File: config.mk
export PLATFORM = sky130hd
export DESIGN_NAME = circular_deque
export DESIGN_NICKNAME = d
export VERILOG_FILES = /design/src/rtl/core/cdq_pkg.sv /design/src/rtl/core/cdq_ram.sv /design/src/rtl/core/cdq_ctrl.sv /design/src/rtl/core/cdq_dpath.sv /design/src/rtl/core/circular_deque.sv
export SDC_FILE = /design/constraint.sdc
export NUM_CORES = 1
export LEC_CHECK = 0
export BUFFER_PORTS_ARGS = -buffer_cell sky130_fd_sc_hd__buf_2
export CAP_MARGIN = 30
export CELL_PAD_IN_SITES_DETAIL_PLACEMENT = 1
export CELL_PAD_IN_SITES_GLOBAL_PLACEMENT = 2
export CORE_MARGIN = 1.5
export CORE_UTILIZATION = 40
export DETAILED_ROUTE_END_ITERATION = 8
export GPL_TIMING_DRIVEN = 0
export HOLD_SLACK_MARGIN = 0.1
export PLACE_DENSITY_LB_ADDON = 0.1
export SLEW_MARGIN = 30
export SYNTH_ARGS = -nofsm -noshare
export SYNTH_HDL_FRONTEND = slang
export SYNTH_SLANG_ARGS = --single-unit
File: constraint.sdc
create_clock -name i_clk -period 4.45 [get_ports i_clk]
set_input_delay 1.1125 -clock i_clk [delete_from_list [all_inputs] [get_ports i_clk]]
set_output_delay 1.1125 -clock i_clk [all_outputs]
set_load 0.05 [all_outputs]
File: src/rtl/core/cdq_pkg.sv
// Shared types and codes for the circular deque.
package cdq_pkg;

    // Request codes
    localparam logic [1:0] REQ_PUSH_FRONT = 2'd0;
    localparam logic [1:0] REQ_PUSH_REAR  = 2'd1;
    localparam logic [1:0] REQ_POP_FRONT  = 2'd2;
    localparam logic [1:0] REQ_POP_REAR   = 2'd3;

    // Result status codes
    localparam logic [1:0] ST_DONE      = 2'd0;
    localparam logic [1:0] ST_OVERFLOW  = 2'd1;
    localparam logic [1:0] ST_UNDERFLOW = 2'd2;

    // Capacity register
    localparam int         CAP_W     = 5;
    localparam logic [4:0] CAP_RESET = 5'd16;

    // Item word width
    localparam int DATA_W = 32;

    // Commands from the controller to the datapath
    typedef struct packed {
        logic exec;    // carry out the request presented on the input ports
        logic cfg_wr;  // load capacity and empty the deque
    } t_dp_cmd;

endpackage

File: src/rtl/core/cdq_ram.sv
// Generic single-write, single-read RAM with registered read data.
module cdq_ram #(
    parameter int WIDTH = 32,
    parameter int DEPTH = 16
) (
    input  logic                     i_clk,
    input  logic                     i_we,
    input  logic [$clog2(DEPTH)-1:0] i_waddr,
    input  logic [WIDTH-1:0]         i_wdata,
    input  logic                     i_re,
    input  logic [$clog2(DEPTH)-1:0] i_raddr,
    output logic [WIDTH-1:0]         o_rdata
);

    logic [WIDTH-1:0] r_mem [DEPTH];
    logic [WIDTH-1:0] r_rdata;

    // write port
    always_ff @(posedge i_clk) begin
        if (i_we) begin
            r_mem[i_waddr] <= i_wdata;
        end
    end

    // registered read port, holds until the next read
    always_ff @(posedge i_clk) begin
        if (i_re) begin
            r_rdata <= r_mem[i_raddr];
        end
    end

    assign o_rdata = r_rdata;

endmodule

File: src/rtl/core/cdq_ctrl.sv
// Handshake controller for the circular deque: accept, respond, idle.
module cdq_ctrl (
    input  logic              i_clk,
    input  logic              i_rst_n,
    input  logic              i_in_valid,
    output logic              o_in_stall,
    output logic              o_out_valid,
    input  logic              i_out_stall,
    input  logic              i_cfg_valid,
    output logic              o_cfg_ready,
    output cdq_pkg::t_dp_cmd  o_cmd
);
    import cdq_pkg::*;

    typedef enum logic [1:0] {
        S_IDLE = 2'b01,
        S_RESP = 2'b10
    } t_state;

    t_state r_state;
    t_state n_state;
    logic   in_acc;
    logic   is_idle;

    assign is_idle     = (r_state == S_IDLE);
    // a config write takes priority over an item in the same cycle
    assign in_acc      = is_idle && i_in_valid && !i_cfg_valid;
    assign o_in_stall  = !is_idle || i_cfg_valid;
    assign o_cfg_ready = is_idle;
    assign o_out_valid = (r_state == S_RESP);

    assign o_cmd.exec   = in_acc;
    assign o_cmd.cfg_wr = is_idle && i_cfg_valid;

    // next state
    always_comb begin
        n_state = r_state;
        unique case (r_state)
            S_IDLE: begin
                if (in_acc) begin
                    n_state = S_RESP;
                end
            end
            S_RESP: begin
                if (!i_out_stall) begin
                    n_state = S_IDLE;
                end
            end
            default: n_state = S_IDLE;
        endcase
    end

    always_ff @(posedge i_clk) begin
        if (!i_rst_n) begin
            r_state <= S_IDLE;
        end else begin
            r_state <= n_state;
        end
    end

    // one item at a time: no new item while a result is pending
    a_no_accept_while_busy: assert property (@(posedge i_clk) disable iff (!i_rst_n)
        o_out_valid |-> o_in_stall)
        else $error("item accepted while a result is pending");

    // every accepted item yields a result in the next cycle
    a_result_follows: assert property (@(posedge i_clk) disable iff (!i_rst_n)
        (i_in_valid && !o_in_stall) |=> o_out_valid)
        else $error("no result after an accepted item");

    // config and item commands never issue together
    a_cmd_exclusive: assert property (@(posedge i_clk) disable iff (!i_rst_n)
        !(o_cmd.exec && o_cmd.cfg_wr))
        else $error("execute and config write in the same cycle");

endmodule

File: src/rtl/core/cdq_dpath.sv
// Datapath for the circular deque: indices, capacity, entry store and result.
module cdq_dpath #(
    parameter int DEPTH = 16
) (
    input  logic                          i_clk,
    input  logic                          i_rst_n,
    input  cdq_pkg::t_dp_cmd              i_cmd,
    input  logic [cdq_pkg::CAP_W-1:0]     i_cfg_capacity,
    input  logic [1:0]                    i_req_type,
    input  logic signed [cdq_pkg::DATA_W-1:0] i_push_value,
    output logic [1:0]                    o_status,
    output logic signed [cdq_pkg::DATA_W-1:0] o_removed_value
);
    import cdq_pkg::*;

    localparam int AW   = $clog2(DEPTH);
    localparam int CAPW = (AW + 1 > CAP_W) ? AW + 1 : CAP_W;

    // capacity clamped to 1..DEPTH, kept as the last valid index
    function automatic logic [AW-1:0] cap_last(input logic [CAP_W-1:0] v);
        logic [CAPW-1:0] ext;
        ext = CAPW'(v);
        if (ext == '0) begin
            return '0;
        end else if (ext > CAPW'(DEPTH)) begin
            return AW'(DEPTH - 1);
        end else begin
            return AW'(ext - 1'b1);
        end
    endfunction

    localparam logic [AW-1:0] CAP_LAST_RST = cap_last(CAP_RESET);

    logic [AW-1:0] r_cap_last, n_cap_last;
    logic [AW-1:0] r_head, n_head;
    logic [AW-1:0] r_tail, n_tail;
    logic          r_empty, n_empty;
    logic [1:0]    r_status, n_status;
    logic          r_pop_ok, n_pop_ok;

    logic [AW-1:0]     head_up, head_dn, tail_up, tail_dn;
    logic              full;
    logic [AW-1:0]     slot;
    logic              ram_we, ram_re;
    logic [DATA_W-1:0] ram_rdata;

    // wrapped index steps
    assign head_up = (r_head == r_cap_last) ? '0 : r_head + 1'b1;
    assign head_dn = (r_head == '0) ? r_cap_last : r_head - 1'b1;
    assign tail_up = (r_tail == r_cap_last) ? '0 : r_tail + 1'b1;
    assign tail_dn = (r_tail == '0) ? r_cap_last : r_tail - 1'b1;
    assign full    = !r_empty && (tail_up == r_head);

    // request decode and index update
    always_comb begin
        n_cap_last = r_cap_last;
        n_head     = r_head;
        n_tail     = r_tail;
        n_empty    = r_empty;
        n_status   = r_status;
        n_pop_ok   = r_pop_ok;
        slot       = '0;
        ram_we     = 1'b0;
        ram_re     = 1'b0;
        if (i_cmd.cfg_wr) begin
            n_cap_last = cap_last(i_cfg_capacity);
            n_head     = '0;
            n_tail     = '0;
            n_empty    = 1'b1;
        end else if (i_cmd.exec) begin
            n_status = ST_DONE;
            n_pop_ok = 1'b0;
            case (i_req_type) inside
                REQ_PUSH_FRONT, REQ_PUSH_REAR: begin
                    if (full) begin
                        n_status = ST_OVERFLOW;
                    end else begin
                        ram_we = 1'b1;
                        if (r_empty) begin
                            n_head  = '0;
                            n_tail  = '0;
                            n_empty = 1'b0;
                            slot    = '0;
                        end else if (i_req_type == REQ_PUSH_FRONT) begin
                            n_head = head_dn;
                            slot   = head_dn;
                        end else begin
                            n_tail = tail_up;
                            slot   = tail_up;
                        end
                    end
                end
                REQ_POP_FRONT, REQ_POP_REAR: begin
                    if (r_empty) begin
                        n_status = ST_UNDERFLOW;
                    end else begin
                        ram_re   = 1'b1;
                        n_pop_ok = 1'b1;
                        slot     = (i_req_type == REQ_POP_FRONT) ? r_head : r_tail;
                        if (r_head == r_tail) begin
                            n_head  = '0;
                            n_tail  = '0;
                            n_empty = 1'b1;
                        end else if (i_req_type == REQ_POP_FRONT) begin
                            n_head = head_up;
                        end else begin
                            n_tail = tail_dn;
                        end
                    end
                end
            endcase
        end
    end

    // control registers
    always_ff @(posedge i_clk) begin
        if (!i_rst_n) begin
            r_cap_last <= CAP_LAST_RST;
            r_head     <= '0;
            r_tail     <= '0;
            r_empty    <= 1'b1;
        end else begin
            r_cap_last <= n_cap_last;
            r_head     <= n_head;
            r_tail     <= n_tail;
            r_empty    <= n_empty;
        end
    end

    // result registers
    always_ff @(posedge i_clk) begin
        r_status <= n_status;
        r_pop_ok <= n_pop_ok;
    end

    // entry store
    cdq_ram #(
        .WIDTH (DATA_W),
        .DEPTH (DEPTH)
    ) u_store (
        .i_clk   (i_clk),
        .i_we    (ram_we),
        .i_waddr (slot),
        .i_wdata (DATA_W'(i_push_value)),
        .i_re    (ram_re),
        .i_raddr (slot),
        .o_rdata (ram_rdata)
    );

    assign o_status        = r_status;
    assign o_removed_value = r_pop_ok ? $signed(ram_rdata) : '0;

    // an empty deque has both indices parked at zero
    a_empty_parked: assert property (@(posedge i_clk) disable iff (!i_rst_n)
        r_empty |-> (r_head == '0 && r_tail == '0))
        else $error("empty deque with indices away from zero");

    // indices stay inside the active capacity
    a_idx_in_range: assert property (@(posedge i_clk) disable iff (!i_rst_n)
        (r_head <= r_cap_last) && (r_tail <= r_cap_last))
        else $error("index beyond active capacity");

    // the store is never written and read in the same cycle
    a_ram_one_op: assert property (@(posedge i_clk) disable iff (!i_rst_n)
        !(ram_we && ram_re))
        else $error("store written and read together");

endmodule

File: src/rtl/core/circular_deque.sv
// Top level of the circular deque: ring-buffer double-ended queue of 32-bit items.
//
// Input channel (i_in_valid / o_in_stall) carries one request per item:
// i_req_type selects push front, push rear, pop front or pop rear, and
// i_push_value is the word stored by a push. Output channel (o_out_valid /
// i_out_stall) returns one result per request: o_status (done, overflow on
// a full push, underflow on an empty pop) and o_removed_value, the popped
// word or zero. Items move at clock edges where valid is high and stall low.
// Config channel (i_cfg_valid / o_cfg_ready) writes the capacity, clamped to
// 1..DEPTH; every write empties the deque. Write it only while idle.
// Latency: the result is valid in the cycle after the item is accepted.
// One item at a time: a new item is taken only after the last result is
// taken; the request and its result occupy the single controller loop in
// turn, and a pop reads the entry store through its registered read port.
// While the receiver stalls the result holds and no new item is taken.
// Reset (synchronous, active low) empties the deque and sets capacity to 16
// (or DEPTH if smaller); store contents are undefined until pushed.
module circular_deque #(
    parameter int DEPTH = 16
) (
    input  logic                              i_clk,
    input  logic                              i_rst_n,
    // request channel
    input  logic                              i_in_valid,
    output logic                              o_in_stall,
    input  logic [1:0]                        i_req_type,
    input  logic signed [cdq_pkg::DATA_W-1:0] i_push_value,
    // result channel
    output logic                              o_out_valid,
    input  logic                              i_out_stall,
    output logic [1:0]                        o_status,
    output logic signed [cdq_pkg::DATA_W-1:0] o_removed_value,
    // capacity register write
    input  logic                              i_cfg_valid,
    output logic                              o_cfg_ready,
    input  logic [cdq_pkg::CAP_W-1:0]         i_cfg_capacity
);
    import cdq_pkg::*;

    t_dp_cmd cmd;

    // handshake controller
    cdq_ctrl u_ctrl (
        .i_clk       (i_clk),
        .i_rst_n     (i_rst_n),
        .i_in_valid  (i_in_valid),
        .o_in_stall  (o_in_stall),
        .o_out_valid (o_out_valid),
        .i_out_stall (i_out_stall),
        .i_cfg_valid (i_cfg_valid),
        .o_cfg_ready (o_cfg_ready),
        .o_cmd       (cmd)
    );

    // indices, store and result
    cdq_dpath #(
        .DEPTH (DEPTH)
    ) u_dpath (
        .i_clk           (i_clk),
        .i_rst_n         (i_rst_n),
        .i_cmd           (cmd),
        .i_cfg_capacity  (i_cfg_capacity),
        .i_req_type      (i_req_type),
        .i_push_value    (i_push_value),
        .o_status        (o_status),
        .o_removed_value (o_removed_value)
    );

endmodule
Word-level counts from Yosys, hierarchy flattened. Memory sizes are Yosys's and may differ from the RTL's. A register that Yosys moved wholly into a read port is not among the register bits. Index checks and enable logic that the tools add are counted.

Register bits after elaboration: 18. RAM bits: 512. Input bits: 44. Output and inout bits: 37. Word-level logic and storage cells: 109. Memories: 1.

$add $sub $neg: 5. $lt $le $gt $ge: 1. Eq/ne operators: 16. Multiplexer cells: 55. Bitwise operators: 2. Reductions and logical operators: 22.

Memory list: u_dpath.u_store.r_mem (depth 16, bits a word 32, rd ports 1, clocked after memory_dff 1, write ports 1, line cdq_ram.sv:15) `logic [WIDTH-1:0] r_mem [DEPTH];`.

Operators by type and width (number): $mux 4 (31); $mux 32 (1); $mux 1 (17); $eq 4x4->1 (4); $reduce_and 6->1 (2); $sub 4x1->4 const B (3); $mux 2 (5); $add 4x1->4 const B (2); $logic_not 4->1 (2); $eq 2x2->1 const B (3); $ne 2x2->1 const B (3); $reduce_or 2->1 (3); $gt 5x5->1 const B (1); $logic_not 5->1 (1); $eq 2x1->1 const B (2); $logic_and 1x1->1 (4); $pmux 2 s2 (1); $reduce_and 2->1 (2); $logic_not 1->1 (3); $ne 3x1->1 const B (1); $ne 3x2->1 const B (1); $ne 3x3->1 const B (1); $reduce_and 3->1 (1); $reduce_bool 3->1 (1); other kinds (5) (6).

Longest topological paths before layout.
Depth after elaboration: 10. Depth in mapped cells: 15. Mapped depth without buffers: 11.

By module. Synthesis repeated with hierarchy kept, for this count alone.

Cell total of the unflattened synthesis: 1086. Area, all modules: 22061.2 µm².

By module, submodules not included: cdq_ram (instances 1, cells an instance 838, area an instance 20155.6 µm², sequential area each 16335.7 µm²); cdq_dpath (instances 1, cells an instance 237, area an instance 1793.0 µm², sequential area each 350.3 µm²); cdq_ctrl (instances 1, cells an instance 11, area an instance 112.6 µm², sequential area each 40.0 µm²).

Worst setup path after synthesis. No wires, ideal clock.

Kind: input -> register. From: input port i_req_type[1]. To: memory u_dpath.u_store.r_mem[0][0] (enable). Setup time: 0.425 ns. Data arrival time: 4.224 ns. Path slack: -0.198 ns. Stages: 8. Path buffers: 3. Path through: clkbuf_1 > nand2_1 > nor2_1 > a22oi_1 > buf_2 > buf_1 > nand2_1 > nor2b_1.

Word-level cells in the longest chain between the ends: 7. Elaborated cells on any way between the ends: 20.

RTL lines: from (decl) (line circular_deque.sv:26) `input logic [1:0] i_req_type,`; $eq 2x2->1, or another cell as far along (line cdq_dpath.sv:99) `slot = (i_req_type == REQ_POP_FRONT) ? r_head : r_tail;`; $mux 4, or another cell as far along (line cdq_dpath.sv:99); $mux 4, or another cell as far along (line cdq_dpath.sv:94) `if (r_empty) begin`; $mux 4, or another cell as far along (line cdq_dpath.sv:73) `case (i_req_type) inside`; $mux 4 or $mux 1 (tied branches) (line cdq_dpath.sv:73, cdq_dpath.sv:65); $mux 4 or $mux 1 (tied branches) (line cdq_dpath.sv:70, cdq_ram.sv:20); $mux 4 or $mux 1 (tied branches) (line cdq_dpath.sv:65, cdq_ram.sv:21); to (decl) (line cdq_ram.sv:15).

Parallel ways exist; a longest one is shown, timed or not.

Final worst setup path.
From: register u_dpath.r_tail[0]. To: register u_dpath.u_store.r_rdata[14] (netlist: u_dpath.u_store.o_rdata[14]), read port of u_dpath.u_store.r_mem (data pin).

Word-level cells in the longest chain between the ends: 8. Elaborated cells on any way between the ends: 14.

RTL lines: from (decl) (line cdq_dpath.sv:36) `logic [AW-1:0] r_tail, n_tail;`; from (signal assigned) (line cdq_dpath.sv:125) `r_tail <= n_tail;`; $add 4x1->4 or $eq 4x4->1 (tied branches) (line cdq_dpath.sv:50) `assign tail_up = (r_tail == r_cap_last) ? '0 : r_tail + 1'b1;`; $mux 4 (line cdq_dpath.sv:50); $eq 4x4->1 or $mux 4 (tied branches) (line cdq_dpath.sv:52, cdq_dpath.sv:84); $logic_and 1x1->1 or $mux 4 (tied branches) (line cdq_dpath.sv:52, cdq_dpath.sv:79); $mux 4 (line cdq_dpath.sv:75) `if (full) begin`; $mux 4 * (line cdq_dpath.sv:73); $mux 4 * (line cdq_dpath.sv:70) `end else if (i_cmd.exec) begin`; $mux 4 * (line cdq_dpath.sv:65) `if (i_cmd.cfg_wr) begin`; to (decl) (line cdq_ram.sv:16) `logic [WIDTH-1:0] r_rdata;`.

Every way passes the cells marked *; elsewhere a longest branch is shown, timed or not. A chain may end at the register's enable or synchronous reset.

==> impl_metrics.py <==
metrics = {
    "synth": {
        "synth_seq_area_share_pct": 75.2,
        "syn_area_mm2": 0.0222,
        "synth_nets": 1602,
        "yosys_register_bits": 562,
        "synth_warnings": 0,
        "synth-edff-count": 547,
        "netlist_instances": 1553,
        "yosys.cell_types.count": 65,
        "ys.flop_type": "edfxtp_1",
        "syn_avg_cell_area_um2": 14.3,
        "ys_async_sr_fraction_pct": 0,
    },
    "worst_setup_path": {
        "cp.required_ns": 4.83,
        "critPathCaptureType": "register",
        "crit_family": "compound AO/OA/AOI/OAI gates",
        "crit_type": "register to register",
        "reg2reg_from": "u_dpath.r_tail[0]",
        "slowest_stage": "clkbuf_1",
        "slowest_delay_ns": 0.63,
        "crit_chain": "buf_4 -> inv_1 -> ha_1 -> or2_1 -> a211o_1 -> a22o_2 -> a22oi_1 -> buf_2 -> clkbuf_1 -> a221oi_1 -> o2111ai_1",
        "worstPathArrival_ns": 4.69,
        "critPathLaunchType": "register",
        "critPathLaunch": "u_dpath.r_tail[0]",
        "critPathBufInv": 4,
        "cp_max_fo": 10,
    },
    "floorplanning": {
        "die_h_um": 239,
        "die_x_um": 239,
        "die-area_mm2": 0.0570,
        "fp-row-count": 86,
        "core_mm2": 0.0550,
        "initial_core_util_pct": 40.4,
        "io_pins": 81,
    },
    "global_route": {
        "grt-ovfl-total": 0,
        "track_usage_pct": 25.0,
        "grt_pass1_vias": 14568,
        "grt_max_degree": 18,
        "antenna_found_initial": 0,
        "grt_first_pass_wirelength_um": 102000,
    },
    "power": {
        "swShare_pct": 21.2,
        "ir_drop_mv": 0.329,
        "seq_power_share_pct": 53.5,
        "p_int_uw": 8590,
        "p_total_uw": 10900,
        "leakagePower_uw": 0.00906,
        "power_frac_comb_pct": 3.0,
        "power.switching_uw": 2300,
        "clockPowerShare_pct": 43.5,
        "powerDensity_mw_per_mm2": 407,
    },
    "routing": {
        "firstDrtPassIters": 5,
        "detail-route-antenna-nets": 0,
        "drt-wirelength-per-cell_um": 27.6,
        "drc_errors": 0,
        "drt_first_iter_violations": 1224,
        "wirelength_um": 70300,
        "via_count": 14258,
        "viasPerCell": 5.61,
    },
    "timing": {
        "rsz0062_at_grt": "true",
        "fin_skew_ns": 0.0250,
        "fin_ws_ns": 0.141,
        "hold_viol": 0,
        "layout_min_cycle_time_ns": 4.31,
        "fin_crit_sh_pct": 96.8,
        "worst_pin_slew_ns": 0.987,
        "finalMaxSlewViolations": 0,
        "max-slew-margin-rel_pct": 34.2,
        "fmax_mhz": 232,
        "final-setup-viol-count": 0,
    },
    "clock_network": {
        "cts_tree": "done",
        "ctsHtreeMaxLevel": 2,
        "clk_pin_slew_ns": 0.06,
        "cts_made_buffers": 59,
        "clock_sinks": 562,
        "clockBufferDepth": 3,
        "insertion_delay_ns": 0.63,
        "postCtsHoldBufs": 0,
        "root_buffer": "clkbuf_16",
    },
    "worst_hold_path": {
        "min_from": "u_dpath.r_cap_last[3]",
        "hold_path.class": "register to register",
    },
    "finish": {
        "syn2layout_area_growth_pct": 20.3,
        "num_antenna_cells": 0,
        "layout.nets": 1794,
        "fillers": 5450,
        "drive_above_1_share_pct": 16.6,
    },
    "placed_design": {
        "io_buffers": 78,
        "gp_congestion": 0.794,
        "pre_cts_slack_ns": -0.681,
        "hpwlAfterDp_um": 46100,
    },
    "run_status": {
        "status": "finished, final reports clean",
    },
    "flow_run": {
        "cap_violations": 0,
    },
}
==> Yosys cell counts, types with 2 or more instances <==
library cell,count,area share (%)
nor2b_1,8,0.23
a22oi_1,4,0.14
o41ai_1,2,0.079
a221oi_1,33,1.3
o2111ai_1,32,1.3
inv_1,19,0.32
nor3b_1,3,0.10
and3_1,3,0.084
nand2_1,269,4.5
and2_1,37,1.0
dfxtp_1,15,1.4
nor3_1,5,0.11
a21oi_1,142,3.2
a31oi_1,2,0.056
mux2i_1,5,0.23
buf_6,3,0.15
a311o_1,2,0.090
buf_2,25,0.56
o21ai_0,92,2.1
a22o_1,94,3.7
o31ai_1,2,0.068
xor2_1,10,0.39
nor2_1,35,0.59
a21o_1,3,0.10
or3_1,3,0.084
clkbuf_1,54,0.91
o21a_1,2,0.068
o221ai_1,2,0.079
a211oi_1,2,0.068
o21ai_1,19,0.43
nand2b_1,4,0.11
ha_1,5,0.28
a211o_1,3,0.12
o211ai_1,3,0.10
mux2_2,3,0.15
o221a_2,3,0.15
maj3_1,2,0.090
xnor2_1,4,0.16
nand3b_1,2,0.068
edfxtp_1,547,74
nand3_1,12,0.27
buf_1,15,0.25
==> routing by layer <==
| metal | vias to the layer above | wire length, um | GRT usage, % |
|---|---|---|---|
| met1 | 7397 | 30200 | 33.9 |
| li1 | 6369 | - | - |
| met4 | 0 | 1750 | 6.64 |
| met2 | 394 | 34300 | 41.8 |
| met5 | - | 0 | 0 |
| met3 | 98 | 4020 | 4.23 |
==> power by group through the flow <==
stage                     logic [uW]  registers [uW]  clock network (uW)
after floorplan                  157            5940                   0
after global placement           309            5940                   0
after detailed placement         326            5940                   0
after CTS                        332            5830                4830
after global routing             360            5830                5000
final                            329            5830                4730
==> final timing paths <==
check                           endpoint  slack, ns  cells after the start
min                u_dpath.r_cap_last[3]       0.58                      2
min reg2reg        u_dpath.r_cap_last[3]       0.58                      2
max reg2reg  u_dpath.u_store.o_rdata[14]       0.14                     11
max          u_dpath.u_store.o_rdata[14]       0.14                     11
==> worst register-to-register path: stages, from the launching register on <==
cell and delay (ns):
dfxtp_1 0.37, buf_4 0.21, inv_1 0.09, ha_1 0.42, or2_1 0.27, a211o_1 0.31, a22o_2 0.34, a22oi_1 0.34
buf_2 0.37, clkbuf_1 0.64, a221oi_1 0.31, o2111ai_1 0.41
==> flip-flops by register name, indices dropped and copies added (netlist names) <==
register	flops
u_dpath.u_store.r_mem	512
u_dpath.u_store.o_rdata	32
u_dpath.r_cap_last	4
u_dpath.r_head	4
u_dpath.r_tail	4
u_ctrl.r_state	2
u_dpath.o_status	2
u_dpath.r_empty	1
u_dpath.r_pop_ok	1
==> per-stage QoR <==
step	hold WS [ns]	cells	cell area (um^2)	setup TNS, ns	utilization [%]
floorplan	0.505	1553	22300	-11.67	-
global placement	0.572	2379	23600	-1293.57	42.9
detailed placement	0.586	2417	24700	-139.87	44.9
CTS	0.594	2541	26700	0	48.6
global route	0.613	2543	26800	-0.00632	48.7
finish	0.575	2543	26800	0	48.7
==> placed cells by master (no fill, tap or decap), types with 5 or more instances in the layout <==
cell	Yosys	routed
buf_1	15	12
clkbuf_1	54	49
nor3_1	5	5
clkbuf_16	0	61
and2_1	37	37
edfxtp_1	547	547
o21ai_1	19	19
buf_2	25	102
a21oi_1	142	142
inv_1	19	19
buf_4	1	15
clkinv_1	0	16
buf_16	0	35
clkbuf_2	0	23
ha_1	5	5
a22o_1	94	93
a221oi_1	33	33
o2111ai_1	32	32
xor2_1	10	10
mux2i_1	5	5
nor2_4	0	14
nand3_1	12	10
clkinv_2	0	11
dfxtp_1	15	15
o21ai_0	92	92
nand2_1	269	269
nor2_1	35	21
==> logic make-up (layout without fill, tap and decap cells) <==
family / after synthesis / after routing / synth area share [%]
muxes: 8 / 8 / 0.377
buffers and inverters: 118 / 360 / 2.25
AOI/OAI and AO/OA: 454 / 454 / 13.6
and+or+nand+nor: 389 / 389 / 7.56
xor gates and xnor gates: 15 / 15 / 0.625
DFF: 562 / 562 / 75.2
adders and majority gates: 7 / 7 / 0.371
==> area by class of cell <==
cell class                 count  area, um^2  area share [%]
buffer                        98         468            1.75
clock buffer                  79        1590            5.96
clock inverter                32         233           0.870
inverter                      20        75.1           0.281
multi-input combinational    873        5180            19.3
sequential                   562       16700            62.5
tap                          748         936            3.50
timing repair buffer         131        1550            5.78
==> what timing repair did <==
action,4_1_cts,5_1_grt
resized for setup,18,32
buffers inserted,13,2
gates cloned,0,0
pin swaps,5,3
endpoints found under the setup margin,422,285
No activity file was read; power rests on OpenSTA's default activity.
